`src/rtl/mrsi_pkg.sv`:
```
// ---------------------------------------------------------------------------
// mrsi_pkg: shared types and constants for the mixed-radix slice index block
// Field widths, register indexes, status and operation codes, item structs.
// ---------------------------------------------------------------------------
package mrsi_pkg;

    localparam int MAX_EXTRA_AXES = 4;
    localparam int EXTENT_BITS    = 12;

    // Extent registers physically present; the axis limit is the smaller one.
    localparam int EXT_REGS   = 4;
    localparam int LIMIT_AXES = (MAX_EXTRA_AXES < EXT_REGS) ? MAX_EXTRA_AXES : EXT_REGS;

    localparam int LIN_W      = 48;
    localparam int AXC_W      = 3;
    localparam int KLEN_W     = 3;
    localparam int REGIDX_W   = 3;
    localparam int CFG_W      = (EXTENT_BITS > AXC_W) ? EXTENT_BITS : AXC_W;
    localparam int EXT_IDX_W  = $clog2(EXT_REGS);
    localparam int PROD_IDX_W = $clog2(EXT_REGS + 1);
    localparam int QBIT_W     = $clog2(EXTENT_BITS);
    localparam int MUL_W      = LIN_W + EXTENT_BITS;
    localparam int DSH_W      = LIN_W + EXTENT_BITS - 1;
    localparam int DSUB_W     = LIN_W + EXTENT_BITS;

    localparam logic [AXC_W-1:0] AXIS_MIN = AXC_W'(2);
    localparam logic [AXC_W-1:0] AXIS_MAX = AXC_W'(2 + LIMIT_AXES);

    typedef enum logic [1:0] {
        ST_OK       = 2'd0,
        ST_BAD_AXES = 2'd1,
        ST_KEY_LEN  = 2'd2,
        ST_RANGE    = 2'd3
    } t_status;

    typedef enum logic {
        OP_ENCODE = 1'b0,
        OP_DECODE = 1'b1
    } t_op;

    typedef enum logic [REGIDX_W-1:0] {
        REG_AXIS_COUNT = 3'd0,
        REG_EXTENT_A   = 3'd1,
        REG_EXTENT_B   = 3'd2,
        REG_EXTENT_C   = 3'd3,
        REG_EXTENT_D   = 3'd4
    } t_reg_idx;

    typedef struct packed {
        logic                   operation;
        logic [KLEN_W-1:0]      key_length;
        logic [EXTENT_BITS-1:0] coord_a;
        logic [EXTENT_BITS-1:0] coord_b;
        logic [EXTENT_BITS-1:0] coord_c;
        logic [EXTENT_BITS-1:0] coord_d;
        logic [LIN_W-1:0]       slice_number;
    } t_in_item;

    typedef struct packed {
        t_status                status;
        logic [LIN_W-1:0]       linear_result;
        logic [KLEN_W-1:0]      result_length;
        logic [EXTENT_BITS-1:0] out_a;
        logic [EXTENT_BITS-1:0] out_b;
        logic [EXTENT_BITS-1:0] out_c;
        logic [EXTENT_BITS-1:0] out_d;
    } t_out_item;

    typedef struct packed {
        logic [REGIDX_W-1:0] reg_index;
        logic [CFG_W-1:0]    wdata;
    } t_cfg_wr;

endpackage

```
`src/rtl/mrsi_ifs.sv`:
```
// ---------------------------------------------------------------------------
// mrsi channels: valid/ready interfaces for input, result and config items
// Each carries valid, ready and one payload struct from mrsi_pkg.
// ---------------------------------------------------------------------------
interface mrsi_in_if;
    logic               valid;
    logic               ready;
    mrsi_pkg::t_in_item data;
    modport source (output valid, output data, input ready);
    modport sink   (input valid, input data, output ready);
endinterface

interface mrsi_out_if;
    logic                valid;
    logic                ready;
    mrsi_pkg::t_out_item data;
    modport source (output valid, output data, input ready);
    modport sink   (input valid, input data, output ready);
endinterface

interface mrsi_cfg_if;
    logic              valid;
    logic              ready;
    mrsi_pkg::t_cfg_wr data;
    modport source (output valid, output data, input ready);
    modport sink   (input valid, input data, output ready);
endinterface

```
`src/rtl/mixed_radix_slice_index_top.sv`:
```
// ---------------------------------------------------------------------------
// mixed_radix_slice_index_top: slice key <-> linear slice number converter
// Encodes a key of up to four extra-axis coordinates into a linear index, or
// decodes a linear index back into coordinates, with status reporting.
// ---------------------------------------------------------------------------
// Channels: i_in takes one request item (operation, key, slice number);
// o_out returns exactly one result item per request; i_cfg writes the axis
// count (index 0) and extents a..d (indexes 1..4), always ready, and should
// only be used while no request is in flight.
// Sequence of steps after accept:
//   rejected request (bad axis count, key length, decode below 2 axes):
//     result valid in the cycle after accept
//   encode: prefix products of the extents, then a multiply and an add per axis
//   decode: prefix products, range check, per axis a load and the divide steps
// One 48x12 multiplier builds the extent products and the encode terms; one
// 60-bit subtractor runs a restoring divider, one quotient bit per cycle.
// One item at a time: i_in.ready is high only while idle, so a new request
// waits until the result of the last one has been taken.
// The result holds on o_out until taken; a stalled receiver blocks input.
// Reset (synchronous) sets axis_count 2 and all extents 1, and idles.
// ---------------------------------------------------------------------------
module mixed_radix_slice_index_top (
    input  logic       i_clk,
    input  logic       i_rst_n,
    mrsi_in_if.sink    i_in,
    mrsi_out_if.source o_out,
    mrsi_cfg_if.sink   i_cfg
);
    import mrsi_pkg::*;

    typedef enum logic [7:0] {
        S_IDLE     = 8'b0000_0001,
        S_PROD     = 8'b0000_0010,
        S_ENC_MUL  = 8'b0000_0100,
        S_ENC_ADD  = 8'b0000_1000,
        S_CHECK    = 8'b0001_0000,
        S_DIV_LOAD = 8'b0010_0000,
        S_DIV      = 8'b0100_0000,
        S_DONE     = 8'b1000_0000
    } t_state;

    t_state r_state, n_state;

    // configuration
    logic [AXC_W-1:0]                         r_axis;
    logic [EXT_REGS-1:0][EXTENT_BITS-1:0]     r_ext;

    // working registers
    logic                                     r_op, n_op;
    logic [KLEN_W-1:0]                        r_extra, n_extra;
    logic [PROD_IDX_W-1:0]                    r_cnt, n_cnt;
    logic [EXT_REGS-1:0][EXTENT_BITS-1:0]     r_coord, n_coord;
    logic [LIN_W-1:0]                         r_prod [0:EXT_REGS];
    logic [LIN_W-1:0]                         n_prod [0:EXT_REGS];
    logic [LIN_W-1:0]                         r_term, n_term;
    logic [LIN_W-1:0]                         r_rem, n_rem;
    logic [DSH_W-1:0]                         r_dsh, n_dsh;
    logic [EXTENT_BITS-1:0]                   r_q, n_q;
    logic [QBIT_W-1:0]                        r_bit, n_bit;

    // result
    t_status                                  r_status, n_status;
    logic [LIN_W-1:0]                         r_acc, n_acc;
    logic [KLEN_W-1:0]                        r_rlen, n_rlen;
    logic [EXT_REGS-1:0][EXTENT_BITS-1:0]     r_outc, n_outc;

    // shared units
    logic [LIN_W-1:0]       w_mul_a;
    logic [EXTENT_BITS-1:0] w_mul_b;
    logic [MUL_W-1:0]       w_mul_full;
    logic [LIN_W-1:0]       w_mul;
    logic [DSUB_W-1:0]      w_diff;
    logic                   w_ge;
    logic [EXTENT_BITS-1:0] w_qnext;
    logic [EXT_IDX_W-1:0]   w_eidx;

    assign w_eidx     = r_cnt[EXT_IDX_W-1:0];
    assign w_mul_a    = r_prod[r_cnt];
    assign w_mul_b    = (r_state == S_ENC_MUL) ? r_coord[w_eidx] : r_ext[w_eidx];
    assign w_mul_full = MUL_W'(w_mul_a) * MUL_W'(w_mul_b);
    assign w_mul      = w_mul_full[LIN_W-1:0];

    assign w_diff  = DSUB_W'(r_rem) - DSUB_W'(r_dsh);
    assign w_ge    = ~w_diff[DSUB_W-1];
    assign w_qnext = {r_q[EXTENT_BITS-2:0], w_ge};

    assign i_in.ready  = (r_state == S_IDLE);
    assign i_cfg.ready = 1'b1;
    assign o_out.valid = (r_state == S_DONE);

    always_comb begin
        o_out.data.status        = r_status;
        o_out.data.linear_result = r_acc;
        o_out.data.result_length = r_rlen;
        o_out.data.out_a         = r_outc[0];
        o_out.data.out_b         = r_outc[1];
        o_out.data.out_c         = r_outc[2];
        o_out.data.out_d         = r_outc[3];
    end

    always_comb begin
        n_state  = r_state;
        n_op     = r_op;
        n_extra  = r_extra;
        n_cnt    = r_cnt;
        n_coord  = r_coord;
        n_prod   = r_prod;
        n_term   = r_term;
        n_rem    = r_rem;
        n_dsh    = r_dsh;
        n_q      = r_q;
        n_bit    = r_bit;
        n_status = r_status;
        n_acc    = r_acc;
        n_rlen   = r_rlen;
        n_outc   = r_outc;

        case (r_state)
            S_IDLE: begin
                if (i_in.valid) begin
                    n_op       = i_in.data.operation;
                    n_extra    = KLEN_W'(r_axis - AXIS_MIN);
                    n_coord[0] = i_in.data.coord_a;
                    n_coord[1] = i_in.data.coord_b;
                    n_coord[2] = i_in.data.coord_c;
                    n_coord[3] = i_in.data.coord_d;
                    n_rem      = i_in.data.slice_number;
                    n_prod[0]  = LIN_W'(1);
                    n_cnt      = '0;
                    n_status   = ST_OK;
                    n_acc      = '0;
                    n_rlen     = '0;
                    n_outc     = '0;
                    if (r_axis > AXIS_MAX) begin
                        n_status = ST_BAD_AXES;
                        n_state  = S_DONE;
                    end else if (r_axis < AXIS_MIN) begin
                        n_status = (i_in.data.operation == OP_ENCODE) ? ST_BAD_AXES : ST_RANGE;
                        n_state  = S_DONE;
                    end else if (i_in.data.operation == OP_ENCODE &&
                                 i_in.data.key_length != KLEN_W'(r_axis - AXIS_MIN)) begin
                        n_status = ST_KEY_LEN;
                        n_state  = S_DONE;
                    end else begin
                        n_state = S_PROD;
                    end
                end
            end
            S_PROD: begin
                // build prefix products of the extents up to the extra axis count
                if (KLEN_W'(r_cnt) == r_extra) begin
                    if (r_op == OP_DECODE) begin
                        n_state = S_CHECK;
                    end else if (r_extra == '0) begin
                        n_state = S_DONE;
                    end else begin
                        n_cnt   = '0;
                        n_state = S_ENC_MUL;
                    end
                end else begin
                    n_prod[r_cnt + PROD_IDX_W'(1)] = w_mul;
                    n_cnt = r_cnt + PROD_IDX_W'(1);
                end
            end
            S_ENC_MUL: begin
                n_term  = w_mul;
                n_state = S_ENC_ADD;
            end
            S_ENC_ADD: begin
                n_acc = r_acc + r_term;
                if (KLEN_W'(r_cnt) == r_extra - KLEN_W'(1)) begin
                    n_state = S_DONE;
                end else begin
                    n_cnt   = r_cnt + PROD_IDX_W'(1);
                    n_state = S_ENC_MUL;
                end
            end
            S_CHECK: begin
                // r_cnt equals the extra axis count here: r_prod[r_cnt] is the slice count
                if (r_rem >= r_prod[r_cnt]) begin
                    n_status = ST_RANGE;
                    n_state  = S_DONE;
                end else if (r_extra == '0) begin
                    n_state = S_DONE;
                end else begin
                    n_cnt   = r_cnt - PROD_IDX_W'(1);
                    n_state = S_DIV_LOAD;
                end
            end
            S_DIV_LOAD: begin
                n_dsh   = {r_prod[r_cnt], (EXTENT_BITS-1)'(0)};
                n_q     = '0;
                n_bit   = QBIT_W'(EXTENT_BITS - 1);
                n_state = S_DIV;
            end
            S_DIV: begin
                if (w_ge) begin
                    n_rem = w_diff[LIN_W-1:0];
                end
                n_q   = w_qnext;
                n_dsh = r_dsh >> 1;
                if (r_bit == '0) begin
                    n_outc[w_eidx] = w_qnext;
                    if (r_cnt == '0) begin
                        n_rlen  = r_extra;
                        n_state = S_DONE;
                    end else begin
                        n_cnt   = r_cnt - PROD_IDX_W'(1);
                        n_state = S_DIV_LOAD;
                    end
                end else begin
                    n_bit = r_bit - QBIT_W'(1);
                end
            end
            S_DONE: begin
                if (o_out.ready) begin
                    n_state = S_IDLE;
                end
            end
            default: begin
                n_state = S_IDLE;
            end
        endcase
    end

    always_ff @(posedge i_clk) begin
        if (!i_rst_n) begin
            r_state <= S_IDLE;
        end else begin
            r_state <= n_state;
        end
    end

    always_ff @(posedge i_clk) begin
        r_op     <= n_op;
        r_extra  <= n_extra;
        r_cnt    <= n_cnt;
        r_coord  <= n_coord;
        r_prod   <= n_prod;
        r_term   <= n_term;
        r_rem    <= n_rem;
        r_dsh    <= n_dsh;
        r_q      <= n_q;
        r_bit    <= n_bit;
        r_status <= n_status;
        r_acc    <= n_acc;
        r_rlen   <= n_rlen;
        r_outc   <= n_outc;
    end

    always_ff @(posedge i_clk) begin
        if (!i_rst_n) begin
            r_axis <= AXIS_MIN;
            for (int k = 0; k < EXT_REGS; k++) begin
                r_ext[k] <= EXTENT_BITS'(1);
            end
        end else if (i_cfg.valid) begin
            case (i_cfg.data.reg_index)
                REG_AXIS_COUNT: r_axis   <= i_cfg.data.wdata[AXC_W-1:0];
                REG_EXTENT_A:   r_ext[0] <= i_cfg.data.wdata[EXTENT_BITS-1:0];
                REG_EXTENT_B:   r_ext[1] <= i_cfg.data.wdata[EXTENT_BITS-1:0];
                REG_EXTENT_C:   r_ext[2] <= i_cfg.data.wdata[EXTENT_BITS-1:0];
                REG_EXTENT_D:   r_ext[3] <= i_cfg.data.wdata[EXTENT_BITS-1:0];
                default: begin
                end
            endcase
        end
    end

    // an accepted item always starts work or a result
    a_accept_leaves_idle: assert property (@(posedge i_clk) disable iff (!i_rst_n)
        (i_in.valid && i_in.ready) |=> (r_state != S_IDLE))
        else $error("accepted item did not leave idle");

    // remainder entering a division step stays below the next-higher prefix product
    a_rem_bound: assert property (@(posedge i_clk) disable iff (!i_rst_n)
        (r_state == S_DIV_LOAD) |-> (r_rem < r_prod[r_cnt + PROD_IDX_W'(1)]))
        else $error("decode remainder out of range");

    // each decoded coordinate lies below its extent
    a_quot_bound: assert property (@(posedge i_clk) disable iff (!i_rst_n)
        (r_state == S_DIV && r_bit == '0) |-> (w_qnext < r_ext[w_eidx]))
        else $error("decoded coordinate not below extent");

    // encode results carry no coordinates
    a_enc_zero: assert property (@(posedge i_clk) disable iff (!i_rst_n)
        (o_out.valid && r_op == OP_ENCODE) |-> (r_rlen == '0 && r_outc == '0))
        else $error("encode result has coordinates");

endmodule

```
`src/flat_wrapper.sv`:
```
// flat-port wrapper written by rule: the top's interface ports become plain ports
module mixed_radix_slice_index_top_flat import mrsi_pkg::*;
  (i_clk, i_rst_n, i_in_valid, i_in_data, i_in_ready, o_out_valid, o_out_data, o_out_ready, i_cfg_valid, i_cfg_data, i_cfg_ready);
  mrsi_in_if i_in_i ();
  mrsi_out_if o_out_i ();
  mrsi_cfg_if i_cfg_i ();
  input  logic i_clk;
  input  logic i_rst_n;
  input wire logic [$bits(i_in_i.valid)-1:0] i_in_valid;
  input wire logic [$bits(i_in_i.data)-1:0] i_in_data;
  output wire logic [$bits(i_in_i.ready)-1:0] i_in_ready;
  output wire logic [$bits(o_out_i.valid)-1:0] o_out_valid;
  output wire logic [$bits(o_out_i.data)-1:0] o_out_data;
  input wire logic [$bits(o_out_i.ready)-1:0] o_out_ready;
  input wire logic [$bits(i_cfg_i.valid)-1:0] i_cfg_valid;
  input wire logic [$bits(i_cfg_i.data)-1:0] i_cfg_data;
  output wire logic [$bits(i_cfg_i.ready)-1:0] i_cfg_ready;
  assign i_in_i.valid = i_in_valid;
  assign i_in_i.data = i_in_data;
  assign i_in_ready = i_in_i.ready;
  assign o_out_valid = o_out_i.valid;
  assign o_out_data = o_out_i.data;
  assign o_out_i.ready = o_out_ready;
  assign i_cfg_i.valid = i_cfg_valid;
  assign i_cfg_i.data = i_cfg_data;
  assign i_cfg_ready = i_cfg_i.ready;
  mixed_radix_slice_index_top u_core (.i_clk(i_clk), .i_rst_n(i_rst_n), .i_in(i_in_i), .o_out(o_out_i), .i_cfg(i_cfg_i));
endmodule
```
`config.mk`:
```
export PLATFORM = sky130hd
export DESIGN_NAME = mixed_radix_slice_index_top_flat
export DESIGN_NICKNAME = d
export VERILOG_FILES = /design/src/rtl/mrsi_pkg.sv /design/src/rtl/mrsi_ifs.sv /design/src/rtl/mixed_radix_slice_index_top.sv /design/src/flat_wrapper.sv
export SDC_FILE = /design/constraint.sdc
export NUM_CORES = 2
export LEC_CHECK = 0
export ABC_AREA = 1
export BUFFER_PORTS_ARGS = -buffer_cell sky130_fd_sc_hd__buf_2
export CORE_UTILIZATION = 34
export CTS_BUF_LIST = sky130_fd_sc_hd__clkbuf_8 sky130_fd_sc_hd__clkbuf_16
export DETAILED_ROUTE_END_ITERATION = 16
export SETUP_SLACK_MARGIN = 0.2
export SLEW_MARGIN = 20
export SYNTH_ARGS = -nofsm -noshare
export SYNTH_HDL_FRONTEND = slang
export SYNTH_SLANG_ARGS = --single-unit
```
`constraint.sdc`:
```
create_clock -name i_clk -period 16.3 [get_ports i_clk]
set_input_delay 0.815 -clock i_clk [delete_from_list [all_inputs] [get_ports i_clk]]
set_output_delay 0.815 -clock i_clk [all_outputs]
set_load 0.01 [all_outputs]
```
==> Word-level counts from Yosys, hierarchy flattened <==
Index checks and enable logic that the tools add are counted.
{ "op_classes": {"n_addsub": 7, "mul": 1, "div_mod_pow": 0, "order_cmp": 8, "eq_ne": 30, "n_shift": 0, "n_mux": 62, "bitwise_logic": 5, "n_reduce_logical": 29} }
{ "ops": {"columns": ["op", "n"], "rows": [
  ["48-bit 2-to-1 mux", 8],
  ["48-bit one-hot mux with 2 select lines", 4],
  ["240-bit bitwise mux", 1],
  ["240-bit 2-to-1 mux", 1],
  ["48-bit binary-select mux with 3-bit select", 1],
  ["48-bit demux with 3-bit select", 1],
  ["59-bit one-hot mux with 2 select lines", 1],
  ["8-bit 2-to-1 mux", 13],
  ["8-bit one-hot mux with 8 select lines", 1],
  ["48-bit by 59-bit subtractor with 60-bit output", 1],
  ["48-bit adder", 1],
  ["12-bit binary-select mux with 2-bit select", 2],
  ["48-bit bitwise mux", 1],
  ["48-bit >= comparator", 1],
  ["48-bit by 12-bit multiplier with 48-bit output", 1],
  ["12-bit 2-to-1 mux", 4],
  ["3-bit 2-to-1 mux", 11],
  ["12-bit demux with 2-bit select", 1],
  ["11-bit one-hot mux with 2 select lines", 1],
  ["2-bit AND reduction", 9],
  ["2-bit inequality test, second input constant", 8],
  ["3-bit one-hot mux with 5 select lines", 1],
  ["2-bit 2-to-1 mux", 6],
  ["3-bit AND reduction", 4],
  ["other kinds (38)", 59]
]} }
{ "totals": {"regBits": 625, "latch_bits": 0, "ram_bits": 0, "romBits": 0, "inputBits": 120, "output_inout_bits": 104, "word_cells": 172, "mem_count": 0} }

==> Logic depth before layout (Yosys ltp) <==
{ "logic_depth": {"word_depth": 9, "mapped_depth": 40, "depth_no_buf": 37} }

==> Worst setup path after synthesis <==
OpenSTA, ideal clock, no wires.
{ "synth_path": {"path_type": "flip-flop to flip-flop", "startpoint": "register u_core.r_cnt[0]", "endpoint": "register with a tool-made name", "arrival_time_ns": 6.316, "required_time_ns": 15.728, "setup_slack_ns": 9.412, "stages_incl_launch_ff": 7, "path_buffers": 3, "synth_period_minus_slack_ns": 6.888, "path_cell_list": "edfxtp_1 > inv_2 > buf_2 > buf_2 > buf_1 > ha_1 > nor4_1"} }
{ "synth_lines": {"columns": ["element", "line", "source"], "rows": [
  ["start, declared", "mixed_radix_slice_index_top.sv:51", "logic [PROD_IDX_W-1:0] r_cnt, n_cnt;"],
  ["start signal, assigned", "mixed_radix_slice_index_top.sv:237", "r_cnt <= n_cnt;"]
]} }

==> Worst setup path in the final report <==
{ "layout_path": {"startpoint": "register u_core.r_cnt[1]", "endpoint": "register u_core.r_prod[219] in the netlist's numbering, data pin"} }
{ "layout_via": {"elab_cells_between_ends": 20, "cone_classes": "1 x add/sub; 1 x mul; 2 x order compare; 13 x mux; 2 x bitwise; 1 x reduce/logical"} }
{ "layout_lines": {"columns": ["element", "line", "source"], "rows": [
  ["3-bit inverter with 4-bit output (implied by the code)", "mixed_radix_slice_index_top.sv:78", "assign w_mul_a = r_prod[r_cnt];"],
  ["48-bit binary-select mux with 3-bit select", "mixed_radix_slice_index_top.sv:78", null],
  ["48-bit 2-to-1 mux (implied by the code) (2 in series)", "mixed_radix_slice_index_top.sv:78", null],
  ["48-bit by 12-bit multiplier with 48-bit output *", "mixed_radix_slice_index_top.sv:80", "assign w_mul_full = MUL_W'(w_mul_a) * MUL_W'(w_mul_b);"],
  ["net u_core.w_mul_full[27]", "mixed_radix_slice_index_top.sv:70", "logic [MUL_W-1:0] w_mul_full;"],
  ["240-bit bitwise mux *", "mixed_radix_slice_index_top.sv:161", "n_prod[r_cnt + PROD_IDX_W'(1)] = w_mul;"],
  ["240-bit 2-to-1 mux *", "mixed_radix_slice_index_top.sv:151", "if (KLEN_W'(r_cnt) == r_extra) begin"],
  ["48-bit one-hot mux with 2 select lines *", "mixed_radix_slice_index_top.sv:118", "case (r_state)"],
  ["end signal, assigned", "mixed_radix_slice_index_top.sv:239", "r_prod <= n_prod;"],
  ["end, declared", "mixed_radix_slice_index_top.sv:53", "logic [LIN_W-1:0] r_prod [0:EXT_REGS];"]
]} }
The timed path passes the listed nets; every way through them passes the cells marked *. The select of a mux whose other input is x is not followed.
A chain may end at the register's enable or synchronous reset.

==> metrics.md <==
| Metric | Value |
|---|---|
| Iteration-0 DRC Markers | approximately 3400 |
| Vias | roughly 39000 |
| Post-CTS setup buffer count | 0 |
| Initial Util | roughly 34% |
| Total of max-cap violations | 0 |
| Root Driver | clkbuf_16 |
| Routed length per placed instance | 19.9 um |
| Relative slew slack | 23.6% |
| Sink Count | approximately 630 |
| Placed wire-length estimate | 114000 um |
| Avg Vias per Cell | between 5 and 6 |
| WS Path Type | reg -> reg |
| Hold WC Path Type | in -> reg |
| Hold slack | between 0.2 and 0.3 ns |
| Max clock buf depth | 3 |
| Max frequency | around 100 MHz |
| IO Port Bufs | 222 |
| CP required | ~17 ns |
| ANT cells | 0 |
| EDFF count, synth | ~570 |
| H-Tree Depth | 3 |
| Synth Register Bits | ~630 |
| Nets | around 6500 |
| Total die area | ~140000 um2 |
| Total track usage | 21.2% |
| Synth Cell Area | around 48000 um2 |
| Status | finished, final reports clean |
| WP data arrival | approximately 10 ns |
| Final Max Tran Viols | 0 |
| Tmin final | ~9.7 ns |
| Critical path endpoint category | flip-flop |
| Async SR Flop Fraction | 0% |
| DR pass1 iterations | 6 |
| Worst slew pin tran | approximately 1.1 ns |
| Clk_lat worst skew | 0.71 ns |
| CTS Hold Bufs | 0 |
| Core area | about 140000 um2 |
| Drt total wl | roughly 150000 um |
| Syn avg cell area | 8.64 um2 |
| Die height | between 300 and 400 um |
| First-pass GRT wire length | roughly 230000 um |
| Die W | between 300 and 400 um |
| Fin crit share | 59.5% |
| Fin. Hold Viols | 0 |
| Vias in the first global route | roughly 38000 |
| Cts repair resizes | 0 |
| GR Overflow Total | 0 |
| IO Count | between 200 and 250 |
| Register area share after synthesis | 37.9% |
| Post-Syn Instances | around 5500 |
| Crit-path most repeated cell | nand2_1 |
| Worst setup SP type | flip-flop |
| Routed Antenna Nets | 0 |
| Initial antenna violation count | 4 |
| Warnings, synthesis | 0 |
| Core Rows | 137 |
| Ys flop type | edfxtp_1 |
| DRC viols | 0 |
| Max incr delay on CP | around 0.9 ns |
| CTS tree | yes |
| Crit-path max FO | around 80 |
| Worst-path clk slew | approximately 0.070 ns |
| Worst path slowest cell | o21ai_1 |
| Distinct cells, synth | between 50 and 60 |
| Layout Area Growth over Synthesis | 11.7% |
| Final setup fails | 0 |
| Num CTS Buffers | between 70 and 80 |
| RSZ-0062 raised after global routing | false |
| Syn nets | around 6300 |
| Setup TNS | 0 ns |
| GP Congestion | a little over 0.9 |
| Post-route clock skew | approximately 0.035 ns |
| R2R setup slack | 6.60 ns |
| Largest net degree at the start of global routing | between 90 and 100 |
| Share of cells above drive strength 1 | between 8 and 9% |
worst max-delay path: cells and delay by family (launching register included):
kind | cells | cell delay, ns
flip-flops | 1 | 0.37
buffers and inverters | 7 | 2.29
AO/OA/AOI/OAI | 5 | 2.38
AND/OR/NAND/NOR | 7 | 1.02
adder cells (fa/ha/maj) | 6 | 2.85
XOR/XNOR | 1 | 0.55
area by class of cell:
cell class              instances  area (um2)
clock buffers                  78        1940
flip-flops and latches        625       18200
inverters                     949        3570
fillers                     14100       86100
repair buffers                282        1560
clock inverters                60         574
multi-input cells            3787       25400
well taps                    1876        2350
metal layers:
metal | vias to the layer above | wire length [um] | share of wire [%] | GRT usage [%]
met5 | - | 28 | 0.018 | 0
li1 | 18200 | - | - | -
met1 | 19000 | 63400 | 42 | 27.7
met3 | 281 | 9950 | 6.5 | 3.07
met4 | 4 | 6450 | 4.2 | 8.94
met2 | 1390 | 72300 | 48 | 35.1
cells in the mapped netlist (all sizes together), types with 25 or more instances:
cell	count	share of area, %
clkbuf	117	0.92
ha	219	5.7
nor2	548	4.3
o21bai	25	0.39
xnor2	27	0.49
nor3	31	0.32
inv	925	7.2
a31oi	44	0.57
nand2	1256	9.9
dfxtp	59	2.5
edfxtp	566	35
fa	401	17
buf	71	0.98
nand3	204	2.2
xor2	49	0.89
o21ai	411	4.4
a21oi	399	4.2
worst paths after layout:
check                                 startpoint                 end  cells past startpoint
worst max-delay path             u_core.r_cnt[1]  u_core.r_prod[219]                     26
worst min-delay path               i_in_data[75]  u_core.r_coord[15]                      1
worst max register to register   u_core.r_cnt[1]  u_core.r_prod[219]                     26
worst min register to register  u_core.r_ext[25]    u_core.r_ext[25]                      2
logic make-up (layout without fill, tap and decap cells):
family | after synthesis | in the layout | synth area share [%]
and+or+nand+nor | 2112 | 2112 | 17.7
buffers and inverters | 1137 | 1369 | 9.32
AOI/OAI and AO/OA | 978 | 978 | 11.2
DFF | 625 | 625 | 37.9
adders and majority gates | 620 | 620 | 22.4
xor gates and xnor gates | 76 | 76 | 1.39
other | 1 | 1 | 0.00782
per-stage QoR:
step / util [%] / cells / setup WS, ns / instance area (um2)
3_3_place_gp: 36.6 / 7519 / 6.77 / 51100
6_report: 38.4 / 7657 / 6.60 / 53600
2_1_floorplan: - / 5549 / 9.41 / 48000
4_1_cts: 38.4 / 7657 / 6.75 / 53600
3_5_place_dp: 36.6 / 7519 / 6.78 / 51100
5_1_grt: 38.4 / 7657 / 6.12 / 53600
layout by cell type (no fill, tap or decap), drive strengths merged, types with 6 or more instances in the layout:
cell type / Yosys / final
a21o: 17 / 17
clkinv: 24 / 59
o31ai: 17 / 17
nand2: 1256 / 1256
a31oi: 44 / 44
edfxtp: 566 / 566
bufinv: 0 / 6
nand4: 23 / 23
xor2: 49 / 49
xnor2: 27 / 27
and3: 9 / 9
clkbuf: 117 / 78
a211oi: 10 / 10
o21a: 23 / 23
or2: 18 / 18
nor3: 31 / 31
nand3: 204 / 204
nor2: 548 / 548
o211ai: 9 / 9
a21oi: 399 / 399
dfxtp: 59 / 59
buf: 71 / 282
fa: 401 / 401
nor4: 16 / 16
o21bai: 25 / 25
o21ai: 411 / 411
inv: 925 / 939
ha: 219 / 219
Power is left out: the tool's default activity adds up to more than one toggle a clock period on the data nets, which glitch-free logic cannot reach.
